<file path="config.mk">
export PLATFORM = sky130hd
export DESIGN_NAME = magnetometer_hard_iron_correction_unit_flat
export DESIGN_NICKNAME = d
export VERILOG_FILES = /design/src/design/hicu_pkg.sv /design/src/design/hicu_req_if.sv /design/src/design/hicu_rsp_if.sv /design/src/design/hicu_lane.sv /design/src/design/magnetometer_hard_iron_correction_unit.sv /design/src/flat_wrapper.sv
export VERILOG_INCLUDE_DIRS = /design/src /design/src/design
export SDC_FILE = /design/constraint.sdc
export NUM_CORES = 2
export LEC_CHECK = 0
export BUFFER_PORTS_ARGS = -buffer_cell sky130_fd_sc_hd__buf_2
export CAP_MARGIN = 40
export CORE_MARGIN = 5
export CORE_UTILIZATION = 30
export DETAILED_ROUTE_END_ITERATION = 10
export PLACE_DENSITY = 0.54
export SKIP_LAST_GASP = 1
export SYNTH_ARGS = -nofsm -noshare
export SYNTH_HDL_FRONTEND = slang
export SYNTH_SLANG_ARGS = --single-unit
</file>
<file path="constraint.sdc">
create_clock -name clock -period 8.37 [get_ports clock]
set_clock_uncertainty 0.15 [all_clocks]
set_input_delay 1.674 -clock clock [delete_from_list [all_inputs] [get_ports clock]]
set_output_delay 1.674 -clock clock [all_outputs]
set_load 0.03 [all_outputs]
</file>
<file path="src/design/magnetometer_hard_iron_correction_unit_assert.svh">
// ----------------------------------------------------------------------------
// Assertion macros for the hard-iron correction unit
// Checks sampled on clock, disabled while reset is high.
// ----------------------------------------------------------------------------
`ifndef MAGNETOMETER_HARD_IRON_CORRECTION_UNIT_ASSERT_SVH
`define MAGNETOMETER_HARD_IRON_CORRECTION_UNIT_ASSERT_SVH

// same-cycle implication
`define HICU_ASSERT_NOW(label, pre, post) \
   label: assert property (@(posedge clock) disable iff (reset) (pre) |-> (post)) \
      else $error("hicu: same-cycle check failed");

// next-cycle implication
`define HICU_ASSERT_NEXT(label, pre, post) \
   label: assert property (@(posedge clock) disable iff (reset) (pre) |=> (post)) \
      else $error("hicu: next-cycle check failed");

`endif

</file>
<file path="src/design/hicu_pkg.sv">
// ----------------------------------------------------------------------------
// hicu_pkg
// Shared widths, constants and types of the hard-iron correction unit.
// ----------------------------------------------------------------------------
`default_nettype none

package hicu_pkg;

   localparam int NUM_AXES     = 3;
   localparam int RAW_W        = 16;
   localparam int FIELD_W      = 33;
   localparam int ADJ_W        = 8;
   localparam int CSR_DATA_W   = 8;
   localparam int CSR_INDEX_W  = 3;

   // scale in hundredths of uT per count
   localparam int SCALE_W      = 6;
   localparam logic [SCALE_W-1:0] SCALE_FINE   = 6'd15;
   localparam logic [SCALE_W-1:0] SCALE_COARSE = 6'd60;
   localparam int GAIN_W       = ADJ_W + 1;
   localparam logic [GAIN_W-1:0] GAIN_OFFSET  = 9'd128;
   localparam int RAW_SHIFT    = 9;

   localparam int SUM_W        = RAW_W + 1;
   localparam int RAWSC_W      = RAW_W + SCALE_W + 1;
   localparam int SUMSC_W      = SUM_W + SCALE_W + 1;
   localparam int BIASP_W      = SUMSC_W + GAIN_W + 1;

   // calibration run lengths
   localparam int FAST_SAMPLES = 1000;
   localparam int SLOW_SAMPLES = 80;
   localparam int RUN_MAX      = (FAST_SAMPLES > SLOW_SAMPLES) ? FAST_SAMPLES : SLOW_SAMPLES;
   localparam int CNT_W        = $clog2(RUN_MAX + 1);
   localparam logic [CNT_W-1:0] RUN_FAST_LEN = CNT_W'(RUN_MAX);
   localparam logic [CNT_W-1:0] RUN_SLOW_LEN = CNT_W'(SLOW_SAMPLES);

   typedef enum logic [1:0] {
      STATUS_OK           = 2'd0,
      STATUS_WRONG_DEVICE = 2'd1,
      STATUS_NOT_READY    = 2'd2,
      STATUS_OVERFLOW     = 2'd3
   } status_type;

   typedef enum logic [CSR_INDEX_W-1:0] {
      CSR_SIXTEEN_BIT = 3'd0,
      CSR_FAST_RATE   = 3'd1,
      CSR_ID_VALID    = 3'd2,
      CSR_ADJUST_X    = 3'd3,
      CSR_ADJUST_Y    = 3'd4,
      CSR_ADJUST_Z    = 3'd5
   } csr_index_type;

   // per-item commands from the sequencer to every lane
   typedef struct packed {
      logic take;       // sample accepted, replace last raw
      logic cal;        // calibration step: update min/max
      logic restart;    // first sample of a run
      logic bias_load;  // run ended, load new bias
   } lane_ctrl_type;

endpackage

`default_nettype wire

</file>
<file path="src/design/hicu_req_if.sv">
// ----------------------------------------------------------------------------
// hicu_req_if
// Sample channel: valid/ready handshake with one three-axis sample.
// ----------------------------------------------------------------------------
`default_nettype none

interface hicu_req_if;
   logic                                valid;
   logic                                ready;
   logic                                mode;
   logic                                ready_req;
   logic                                overflowed;
   logic signed [hicu_pkg::RAW_W-1:0]   raw_x;
   logic signed [hicu_pkg::RAW_W-1:0]   raw_y;
   logic signed [hicu_pkg::RAW_W-1:0]   raw_z;

   modport source (output valid, mode, ready_req, overflowed, raw_x, raw_y, raw_z,
                   input ready);
   modport sink   (input valid, mode, ready_req, overflowed, raw_x, raw_y, raw_z,
                   output ready);
endinterface

`default_nettype wire

</file>
<file path="src/design/hicu_rsp_if.sv">
// ----------------------------------------------------------------------------
// hicu_rsp_if
// Result channel: valid/ready handshake with corrected field and status.
// ----------------------------------------------------------------------------
`default_nettype none

interface hicu_rsp_if;
   logic                                valid;
   logic                                ready;
   logic signed [hicu_pkg::FIELD_W-1:0] field_x;
   logic signed [hicu_pkg::FIELD_W-1:0] field_y;
   logic signed [hicu_pkg::FIELD_W-1:0] field_z;
   logic [1:0]                          status;
   logic                                calibration_done;

   modport source (output valid, field_x, field_y, field_z, status, calibration_done,
                   input ready);
   modport sink   (input valid, field_x, field_y, field_z, status, calibration_done,
                   output ready);
endinterface

`default_nettype wire

</file>
<file path="src/design/hicu_lane.sv">
// ----------------------------------------------------------------------------
// hicu_lane
// One axis: last sample, min/max tracking, bias and corrected field.
// ----------------------------------------------------------------------------
`default_nettype none

module hicu_lane (
   input  wire logic                                 clock,
   input  wire logic                                 reset,
   input  wire hicu_pkg::lane_ctrl_type              ctrl,
   input  wire logic signed [hicu_pkg::RAW_W-1:0]    raw,
   input  wire logic [hicu_pkg::ADJ_W-1:0]           adjust,
   input  wire logic [hicu_pkg::SCALE_W-1:0]         scale,
   output logic signed [hicu_pkg::FIELD_W-1:0]       field
);

   logic signed [hicu_pkg::RAW_W-1:0]   last_raw_ff, last_raw_in;
   logic signed [hicu_pkg::RAW_W-1:0]   min_ff, min_in;
   logic signed [hicu_pkg::RAW_W-1:0]   max_ff, max_in;
   logic signed [hicu_pkg::FIELD_W-1:0] bias_ff, bias_in;
   logic signed [hicu_pkg::RAWSC_W-1:0] raw_sc_ff, raw_sc_in;
   logic signed [hicu_pkg::SUMSC_W-1:0] sum_sc_ff, sum_sc_in;

   logic signed [hicu_pkg::RAW_W-1:0]   run_min, run_max;
   logic signed [hicu_pkg::SUM_W-1:0]   sum;
   logic signed [hicu_pkg::SCALE_W:0]   scale_s;
   logic [hicu_pkg::GAIN_W-1:0]         gain;
   logic signed [hicu_pkg::GAIN_W:0]    gain_s;
   logic signed [hicu_pkg::BIASP_W-1:0] bias_prod;

   assign scale_s = {1'b0, scale};
   assign gain    = {1'b0, adjust} + hicu_pkg::GAIN_OFFSET;
   assign gain_s  = {1'b0, gain};

   // sample and extremes (accept cycle)
   always_comb begin
      last_raw_in = ctrl.take ? raw : last_raw_ff;
      run_min     = ctrl.restart ? '0 : min_ff;
      run_max     = ctrl.restart ? hicu_pkg::RAW_W'(1) : max_ff;
      min_in      = min_ff;
      max_in      = max_ff;
      if (ctrl.cal) begin
         min_in = (last_raw_in < run_min) ? last_raw_in : run_min;
         max_in = (last_raw_in > run_max) ? last_raw_in : run_max;
      end
   end

   // first multiply stage: scale raw and min+max
   assign sum       = {min_ff[hicu_pkg::RAW_W-1], min_ff} + {max_ff[hicu_pkg::RAW_W-1], max_ff};
   assign raw_sc_in = last_raw_ff * scale_s;
   assign sum_sc_in = sum * scale_s;

   // second multiply stage: sensitivity gain on the bias
   assign bias_prod = sum_sc_ff * gain_s;
   assign bias_in   = ctrl.bias_load ? bias_prod[hicu_pkg::FIELD_W-1:0] : bias_ff;

   // raw * scale * 512 - bias
   assign field = {raw_sc_ff[hicu_pkg::RAWSC_W-1], raw_sc_ff, hicu_pkg::RAW_SHIFT'(0)}
                  - bias_ff;

   always_ff @(posedge clock) begin
      if (reset) begin
         last_raw_ff <= '0;
         min_ff      <= '0;
         max_ff      <= hicu_pkg::RAW_W'(1);
         bias_ff     <= '0;
      end else begin
         last_raw_ff <= last_raw_in;
         min_ff      <= min_in;
         max_ff      <= max_in;
         bias_ff     <= bias_in;
      end
   end

   always_ff @(posedge clock) begin
      raw_sc_ff <= raw_sc_in;
      sum_sc_ff <= sum_sc_in;
   end

endmodule

`default_nettype wire

</file>
<file path="src/design/magnetometer_hard_iron_correction_unit.sv">
// ----------------------------------------------------------------------------
// magnetometer_hard_iron_correction_unit
// Three-axis hard-iron correction with min/max calibration runs.
// ----------------------------------------------------------------------------
// Each item is one magnetometer sample; each gives exactly one result item
// with the corrected field per axis in units of 1/51200 uT and a status.
// An item passes the steps accept (sample select, min/max update, run count),
// scale multiply, bias multiply, and the final subtract into the result
// register. A new item is taken only once the sequencer is back in idle;
// the result register lets the next item enter while a result still waits,
// and the sequencer holds in its last step only if the previous result has
// not been taken. The three axes run in three identical lanes; the result
// register merges them with the status and the end-of-run flag. Calibration
// runs last 1000 calibration items in fast mode and 80 otherwise. The user
// must write configuration through the csr port only while no item is in
// flight; the block itself does not enforce this.
// ----------------------------------------------------------------------------
`default_nettype none

`include "magnetometer_hard_iron_correction_unit_assert.svh"

module magnetometer_hard_iron_correction_unit (
   input  wire logic                                  clock,
   input  wire logic                                  reset,
   hicu_req_if.sink                                   req_chan,
   hicu_rsp_if.source                                 rsp_chan,
   input  wire logic                                  csr_write_en,
   input  wire logic [hicu_pkg::CSR_INDEX_W-1:0]      csr_index,
   input  wire logic [hicu_pkg::CSR_DATA_W-1:0]       csr_write_data
);

   typedef enum logic [1:0] {
      ST_IDLE,
      ST_SCALE,
      ST_BIAS,
      ST_DIFF
   } state_type;

   // configuration registers
   logic                       sixteen_bit_ff;
   logic                       fast_rate_ff;
   logic                       id_valid_ff;
   logic [hicu_pkg::ADJ_W-1:0] adjust_ff [hicu_pkg::NUM_AXES];

   // sequencer state and result register
   state_type                           state_ff, state_in;
   logic [hicu_pkg::CNT_W-1:0]          count_ff, count_in;
   hicu_pkg::status_type                status_ff, status_in;
   logic                                done_ff, done_in;
   logic                                rsp_valid_ff, rsp_valid_in;
   logic signed [hicu_pkg::FIELD_W-1:0] rsp_field_ff [hicu_pkg::NUM_AXES];
   logic signed [hicu_pkg::FIELD_W-1:0] rsp_field_in [hicu_pkg::NUM_AXES];
   hicu_pkg::status_type                rsp_status_ff, rsp_status_in;
   logic                                rsp_done_ff, rsp_done_in;

   logic                                accept;
   logic                                load_rsp;
   logic                                cal;
   logic [hicu_pkg::CNT_W-1:0]          count_next;
   logic [hicu_pkg::CNT_W-1:0]          run_len;
   logic [hicu_pkg::SCALE_W-1:0]        scale;
   hicu_pkg::status_type                item_status;
   hicu_pkg::lane_ctrl_type             lane_ctrl;
   logic signed [hicu_pkg::RAW_W-1:0]   lane_raw   [hicu_pkg::NUM_AXES];
   logic signed [hicu_pkg::FIELD_W-1:0] lane_field [hicu_pkg::NUM_AXES];

   // ---------------- configuration port ----------------
   always_ff @(posedge clock) begin
      if (reset) begin
         sixteen_bit_ff <= 1'b1;
         fast_rate_ff   <= 1'b1;
         id_valid_ff    <= 1'b1;
         for (int a = 0; a < hicu_pkg::NUM_AXES; a++) begin
            adjust_ff[a] <= hicu_pkg::ADJ_W'(128);
         end
      end else if (csr_write_en) begin
         unique case (hicu_pkg::csr_index_type'(csr_index))
            hicu_pkg::CSR_SIXTEEN_BIT: sixteen_bit_ff <= csr_write_data[0];
            hicu_pkg::CSR_FAST_RATE:   fast_rate_ff   <= csr_write_data[0];
            hicu_pkg::CSR_ID_VALID:    id_valid_ff    <= csr_write_data[0];
            hicu_pkg::CSR_ADJUST_X:    adjust_ff[0]   <= csr_write_data[hicu_pkg::ADJ_W-1:0];
            hicu_pkg::CSR_ADJUST_Y:    adjust_ff[1]   <= csr_write_data[hicu_pkg::ADJ_W-1:0];
            hicu_pkg::CSR_ADJUST_Z:    adjust_ff[2]   <= csr_write_data[hicu_pkg::ADJ_W-1:0];
            default: ;  // unmapped index, ignored
         endcase
      end
   end

   assign scale   = sixteen_bit_ff ? hicu_pkg::SCALE_FINE : hicu_pkg::SCALE_COARSE;
   assign run_len = fast_rate_ff ? hicu_pkg::RUN_FAST_LEN : hicu_pkg::RUN_SLOW_LEN;

   // ---------------- accept step ----------------
   assign req_chan.ready = (state_ff == ST_IDLE);
   assign accept         = req_chan.valid && req_chan.ready;

   // wrong device beats not ready, not ready beats overflow
   always_comb begin
      priority if (!id_valid_ff)         item_status = hicu_pkg::STATUS_WRONG_DEVICE;
      else if (!req_chan.ready_req)      item_status = hicu_pkg::STATUS_NOT_READY;
      else if (req_chan.overflowed)      item_status = hicu_pkg::STATUS_OVERFLOW;
      else                               item_status = hicu_pkg::STATUS_OK;
   end

   // a calibration item with a valid id always counts, even if the sample is reused
   assign cal        = accept && req_chan.mode && id_valid_ff;
   assign count_next = count_ff + hicu_pkg::CNT_W'(1);

   always_comb begin
      lane_ctrl.take      = accept && (item_status == hicu_pkg::STATUS_OK);
      lane_ctrl.cal       = cal;
      lane_ctrl.restart   = cal && (count_ff == '0);
      lane_ctrl.bias_load = (state_ff == ST_BIAS) && done_ff;
   end

   assign lane_raw[0] = req_chan.raw_x;
   assign lane_raw[1] = req_chan.raw_y;
   assign lane_raw[2] = req_chan.raw_z;

   // ---------------- axis lanes ----------------
   for (genvar a = 0; a < hicu_pkg::NUM_AXES; a++) begin : g_lane
      hicu_lane u_lane (
         .clock  (clock),
         .reset  (reset),
         .ctrl   (lane_ctrl),
         .raw    (lane_raw[a]),
         .adjust (adjust_ff[a]),
         .scale  (scale),
         .field  (lane_field[a])
      );
   end

   // ---------------- sequencer and merge into result register ----------------
   assign load_rsp = (state_ff == ST_DIFF) && (!rsp_valid_ff || rsp_chan.ready);

   always_comb begin
      state_in      = state_ff;
      count_in      = count_ff;
      status_in     = status_ff;
      done_in       = done_ff;
      rsp_valid_in  = rsp_valid_ff && !rsp_chan.ready;
      rsp_status_in = rsp_status_ff;
      rsp_done_in   = rsp_done_ff;
      for (int a = 0; a < hicu_pkg::NUM_AXES; a++) begin
         rsp_field_in[a] = rsp_field_ff[a];
      end

      unique case (state_ff)
         ST_IDLE: begin
            if (accept) begin
               status_in = item_status;
               done_in   = 1'b0;
               if (cal) begin
                  // run ends once the count reaches the current length
                  if (count_next >= run_len) begin
                     count_in = '0;
                     done_in  = 1'b1;
                  end else begin
                     count_in = count_next;
                  end
               end
               state_in = ST_SCALE;
            end
         end
         ST_SCALE: state_in = ST_BIAS;
         ST_BIAS:  state_in = ST_DIFF;
         ST_DIFF: begin
            if (load_rsp) begin
               rsp_valid_in  = 1'b1;
               rsp_status_in = status_ff;
               rsp_done_in   = done_ff;
               for (int a = 0; a < hicu_pkg::NUM_AXES; a++) begin
                  rsp_field_in[a] = lane_field[a];
               end
               state_in = ST_IDLE;
            end
         end
         default: state_in = ST_IDLE;
      endcase
   end

   always_ff @(posedge clock) begin
      if (reset) begin
         state_ff     <= ST_IDLE;
         count_ff     <= '0;
         rsp_valid_ff <= 1'b0;
      end else begin
         state_ff     <= state_in;
         count_ff     <= count_in;
         rsp_valid_ff <= rsp_valid_in;
      end
      status_ff     <= status_in;
      done_ff       <= done_in;
      rsp_status_ff <= rsp_status_in;
      rsp_done_ff   <= rsp_done_in;
      for (int a = 0; a < hicu_pkg::NUM_AXES; a++) begin
         rsp_field_ff[a] <= rsp_field_in[a];
      end
   end

   assign rsp_chan.valid            = rsp_valid_ff;
   assign rsp_chan.field_x          = rsp_field_ff[0];
   assign rsp_chan.field_y          = rsp_field_ff[1];
   assign rsp_chan.field_z          = rsp_field_ff[2];
   assign rsp_chan.status           = rsp_status_ff;
   assign rsp_chan.calibration_done = rsp_done_ff;

   // ---------------- assertions ----------------
   `HICU_ASSERT_NEXT(a_accept_starts_item, accept, state_ff == ST_SCALE)
   `HICU_ASSERT_NOW(a_count_in_range, 1'b1, count_ff < hicu_pkg::CNT_W'(hicu_pkg::RUN_MAX))
   `HICU_ASSERT_NEXT(a_rsp_only_from_diff, !rsp_valid_ff && state_ff != ST_DIFF, !rsp_valid_ff)
   `HICU_ASSERT_NOW(a_done_needs_device, rsp_valid_ff && rsp_done_ff, rsp_status_ff != hicu_pkg::STATUS_WRONG_DEVICE)

endmodule

`default_nettype wire
</file>
<file path="src/flat_wrapper.sv">
// flat-port wrapper written by rule: the top's interface ports become plain ports
module magnetometer_hard_iron_correction_unit_flat 
  (clock, reset, csr_write_en, csr_index, csr_write_data, req_chan_valid, req_chan_mode, req_chan_ready_req, req_chan_overflowed, req_chan_raw_x, req_chan_raw_y, req_chan_raw_z, req_chan_ready, rsp_chan_valid, rsp_chan_field_x, rsp_chan_field_y, rsp_chan_field_z, rsp_chan_status, rsp_chan_calibration_done, rsp_chan_ready);
  hicu_req_if req_chan_i ();
  hicu_rsp_if rsp_chan_i ();
  input  wire logic clock;
  input  wire logic reset;
  input  wire logic csr_write_en;
  input  wire logic [hicu_pkg::CSR_INDEX_W-1:0] csr_index;
  input  wire logic [hicu_pkg::CSR_DATA_W-1:0] csr_write_data;
  input wire logic [$bits(req_chan_i.valid)-1:0] req_chan_valid;
  input wire logic [$bits(req_chan_i.mode)-1:0] req_chan_mode;
  input wire logic [$bits(req_chan_i.ready_req)-1:0] req_chan_ready_req;
  input wire logic [$bits(req_chan_i.overflowed)-1:0] req_chan_overflowed;
  input wire logic [$bits(req_chan_i.raw_x)-1:0] req_chan_raw_x;
  input wire logic [$bits(req_chan_i.raw_y)-1:0] req_chan_raw_y;
  input wire logic [$bits(req_chan_i.raw_z)-1:0] req_chan_raw_z;
  output wire logic [$bits(req_chan_i.ready)-1:0] req_chan_ready;
  output wire logic [$bits(rsp_chan_i.valid)-1:0] rsp_chan_valid;
  output wire logic [$bits(rsp_chan_i.field_x)-1:0] rsp_chan_field_x;
  output wire logic [$bits(rsp_chan_i.field_y)-1:0] rsp_chan_field_y;
  output wire logic [$bits(rsp_chan_i.field_z)-1:0] rsp_chan_field_z;
  output wire logic [$bits(rsp_chan_i.status)-1:0] rsp_chan_status;
  output wire logic [$bits(rsp_chan_i.calibration_done)-1:0] rsp_chan_calibration_done;
  input wire logic [$bits(rsp_chan_i.ready)-1:0] rsp_chan_ready;
  assign req_chan_i.valid = req_chan_valid;
  assign req_chan_i.mode = req_chan_mode;
  assign req_chan_i.ready_req = req_chan_ready_req;
  assign req_chan_i.overflowed = req_chan_overflowed;
  assign req_chan_i.raw_x = req_chan_raw_x;
  assign req_chan_i.raw_y = req_chan_raw_y;
  assign req_chan_i.raw_z = req_chan_raw_z;
  assign req_chan_ready = req_chan_i.ready;
  assign rsp_chan_valid = rsp_chan_i.valid;
  assign rsp_chan_field_x = rsp_chan_i.field_x;
  assign rsp_chan_field_y = rsp_chan_i.field_y;
  assign rsp_chan_field_z = rsp_chan_i.field_z;
  assign rsp_chan_status = rsp_chan_i.status;
  assign rsp_chan_calibration_done = rsp_chan_i.calibration_done;
  assign rsp_chan_i.ready = rsp_chan_ready;
  magnetometer_hard_iron_correction_unit u_core (.clock(clock), .reset(reset), .req_chan(req_chan_i), .rsp_chan(rsp_chan_i), .csr_write_en(csr_write_en), .csr_index(csr_index), .csr_write_data(csr_write_data));
endmodule
</file>
==> impl_results.md <==
* Outcome: finished clean
* Sequential element share of the synthesized area at 18.58%
* Die extent in x at 471.7 um
* Initial antenna violation count at 26
* Post-synthesis compound-gate area fraction at 11.61%
* Leak at 35.64 nW
* Syn_area_per_cell at 9.108 um2
* Post-synth top flop: dfxtp_1
* Cells after Synth at 7,020
* RSZ-0062 raised after global routing: false
* Post-synth EDFFs at 129
* TritonCTS Buffers at 68
* CTS max path bufs at 3
* Multiplexer share of the synthesized area at 0.9001%
* RePlAce Congestion at 0.8664
* Htree depth at 3
* Final setup TNS at 0 ns
* Largest family of logic cells by synthesized area: adder cells
* Port-buffer cells at 170
* Placed Cells incl. Taps at 9,907
* Gr usage total at 15.45%
* Async set or reset register ratio after synthesis at 0%
* DRC errors left at 0
* TritonCTS clock tree: built
* Crit path time final at 7.367 ns
* CP Class: reg2reg
* I/O Pins at 171
* Layout Nets at 8,802
* Synth warn at 0
* Worst slew pin tran at 0.9083 ns
* PD cells at 279.5 nW/um2
* Routed vias at 47,660
* Most common cell on crit path: fa_1
* Share of Yosys cell area claimed by the top area cell type at 27.27%
* Critical Path End Type: flip-flop
* CTS root buf: clkbuf_16
* Slew headroom at 38.81%
* Post-CTS Hold Buffers at 0
* Share of layout cells above drive strength 1 at 5.991%
* CP required at 8.79 ns
* Non-filler cells, final at 10,030
* FF-to-FF setup slack at 1.00 ns
* Crit-path max FO at 9
* Slowest Stage Delay on Critical Path at 0.55 ns
* Post-CTS Resized at 0
* Largest net degree at the start of global routing at 84
* First-pass GRT wire length at 276,100 um
* Yosys top cell by area: fa_1
* Worst endpoint data arrival time at 7.79 ns
* Remaining antenna violation count at 0
* Drt via density at 4.750
* Core Area at 212,100 um2
* Max-Cap Viols at 0
* Drt total wl at 171,400 um
* DR WL/cell at 17.08 um
* HP Class: reg2reg
* Post-synthesis register bit count at 529
* GR Overflow Total at 0
* Synth Area in Adders at 41.12%
* Starting density of the core at 30.15%
* Synth Area in XOR/XNOR at 4.630%
* Critical-path top delay cell: fa_1
* Pre-antenna DRT Iters at 5
* Total die area at 222,500 um2
* Setup Buffers After CTS at 0
* Slew Limit Fails at 0
* FP Rows at 169
* Worst vdd ir at 274.8 uV
* Post-synth cell types at 85
* Final hold vios at 0
* 1st-iter DRT viols at 2,437
* Final setup fails at 0
* Final HPWL from detailed placement at 140,000 um
* Mapped Area at 63,940 um2
* Vias in the first global route at 49,520
* Clock-pin slew of the registers on the worst-case setup and hold paths at 0.07 ns
* Clk_lat worst skew at 0.69 ns
* Startpoint Class: flip-flop
* Synth area leaders: fa_1 (27%), ha_1 (14%), dfxtp_1 (13%)
* Die Ht at 471.7 um
* Simple-gate share of the synthesized area at 14.64%
* Synthesis-to-layout area growth at 10.39%
* Max Freq at 0.1357 GHz
* Final period utilization at 88.02%
* Clk sinks at 529
metal layers:
metal  up-vias  wire length, um  share of wire, %  GRT usage (%)
met3       224             5972               3.5          1.883
met1     23680            79450                46          20.96
met4         2             5197               3.0          3.999
met5         -               20             0.012              0
met2       820            80770                47          26.11
li1      22940                -                 -              -
critical path: cells and delay by family, from the launching register on:
| kind | cells | cell delay (ns) |
|---|---|---|
| AND/OR/NAND/NOR | 4 | 0.86 |
| adder cells (fa/ha/maj) | 7 | 3.00 |
| AO/OA/AOI/OAI | 9 | 2.35 |
| flip-flops | 1 | 0.36 |
| buffers and inverters | 4 | 0.43 |
| XOR/XNOR | 1 | 0.13 |
Yosys cell counts (all sizes together) (44+ instances only):
library cell,n
nor2,326
fa,871
clkbuf,143
and2,378
ha,708
o21a,68
a21o,151
inv,1272
edfxtp,129
nand2,737
xor2,90
nor3,70
xnor2,248
a21oi,353
nand2b,53
nor2b,133
o21ai,210
o2bb2ai,46
nand3,68
mux2,44
dfxtp,400
layout by cell type, fill, tap and decap left out, drive strengths merged, types with 21 or more instances in the layout:
cell type  instances
xor2              90
and2             378
clkbuf            89
and3              26
a21o             151
dfxtp            400
ha               708
o2bb2ai           46
clkinv            26
buf              239
a31oi             34
nor2b            133
a22o              23
or3               24
nand4             39
nand3             68
o21bai            39
xnor2            248
o21ai            210
inv             1277
a211oi            30
o2111ai           21
o211ai            31
nor2             326
o21a              68
nand2b            53
a21oi            353
mux2              44
nand2            737
edfxtp           129
fa               871
nor3              70
cell families after synthesis:
logic type,Yosys count
other cells,1
simple gates,1931
fa+ha+maj,1579
flops,529
xor+xnor,338
compound gates,1143
mux,52
buf+inv,1447
flip-flops by register name, summed over array words and instances, names as in the netlist:
register	flops
u_core.g_lane.u_lane.raw_sc_ff	69
u_core.rsp_chan.calibration_done	1
u_core.sixteen_bit_ff	1
u_core.rsp_chan.status	2
u_core.done_ff	1
u_core.rsp_field_ff	99
u_core.g_lane.u_lane.last_raw_ff	48
u_core.status_ff	2
u_core.g_lane.u_lane.bias_ff	99
u_core.state_ff	2
u_core.count_ff	10
u_core.adjust_ff	24
u_core.g_lane.u_lane.sum_sc_ff	72
u_core.g_lane.u_lane.min_ff	48
u_core.id_valid_ff	1
u_core.rsp_chan.valid	1
u_core.fast_rate_ff	1
u_core.g_lane.u_lane.max_ff	48
worst paths after layout:
path	to	startpoint	cells past startpoint
setup / recovery	u_core.g_lane[0].u_lane.sum_sc_ff[22]$_DFF_P_	u_core.g_lane[0].u_lane.max_ff[0]$_SDFFE_PP1P_	25
hold / removal	u_core.rsp_chan.status[0]$_DFFE_PP_	u_core.status_ff[0]$_DFFE_PP_	0
setup reg to reg	u_core.g_lane[0].u_lane.sum_sc_ff[22]$_DFF_P_	u_core.g_lane[0].u_lane.max_ff[0]$_SDFFE_PP1P_	25
hold reg to reg	u_core.rsp_chan.status[0]$_DFFE_PP_	u_core.status_ff[0]$_DFFE_PP_	0
per-stage QoR:
step                cell area [um2]  utilization, %  hold slack, ns  setup WS, ns  power [mW]
finish                        70590           33.28          0.2824         1.003       19.73
global placement              68140           32.13          0.2592         1.009       16.71
global route                  70580           33.28          0.2933        0.4045       21.69
detailed placement            68400           32.25          0.2701        0.9501       16.81
floorplan                     63940               -          0.2503         1.386       13.17
CTS                           70580           33.28          0.2835        0.9398       19.99
power breakdown:
group          total (mW)  switching [mW]  internal (mW)
combinational        13.0            7.76           5.21
sequential           3.80           0.527           3.27
clock                2.96            1.29           1.67
total                19.7            9.58           10.1
area by class of cell:
class / instances / area (um2)
fillers: 21990 / 141500
multi-input cells: 5045 / 46660
flip-flops and latches: 529 / 11890
inverters: 1272 / 4775
well taps: 2821 / 3530
clock buffers: 89 / 1927
repair buffers: 240 / 1545
clock inverters: 36 / 259.0
diodes: 1 / 2.502
(Power assumes the default switching activity.)
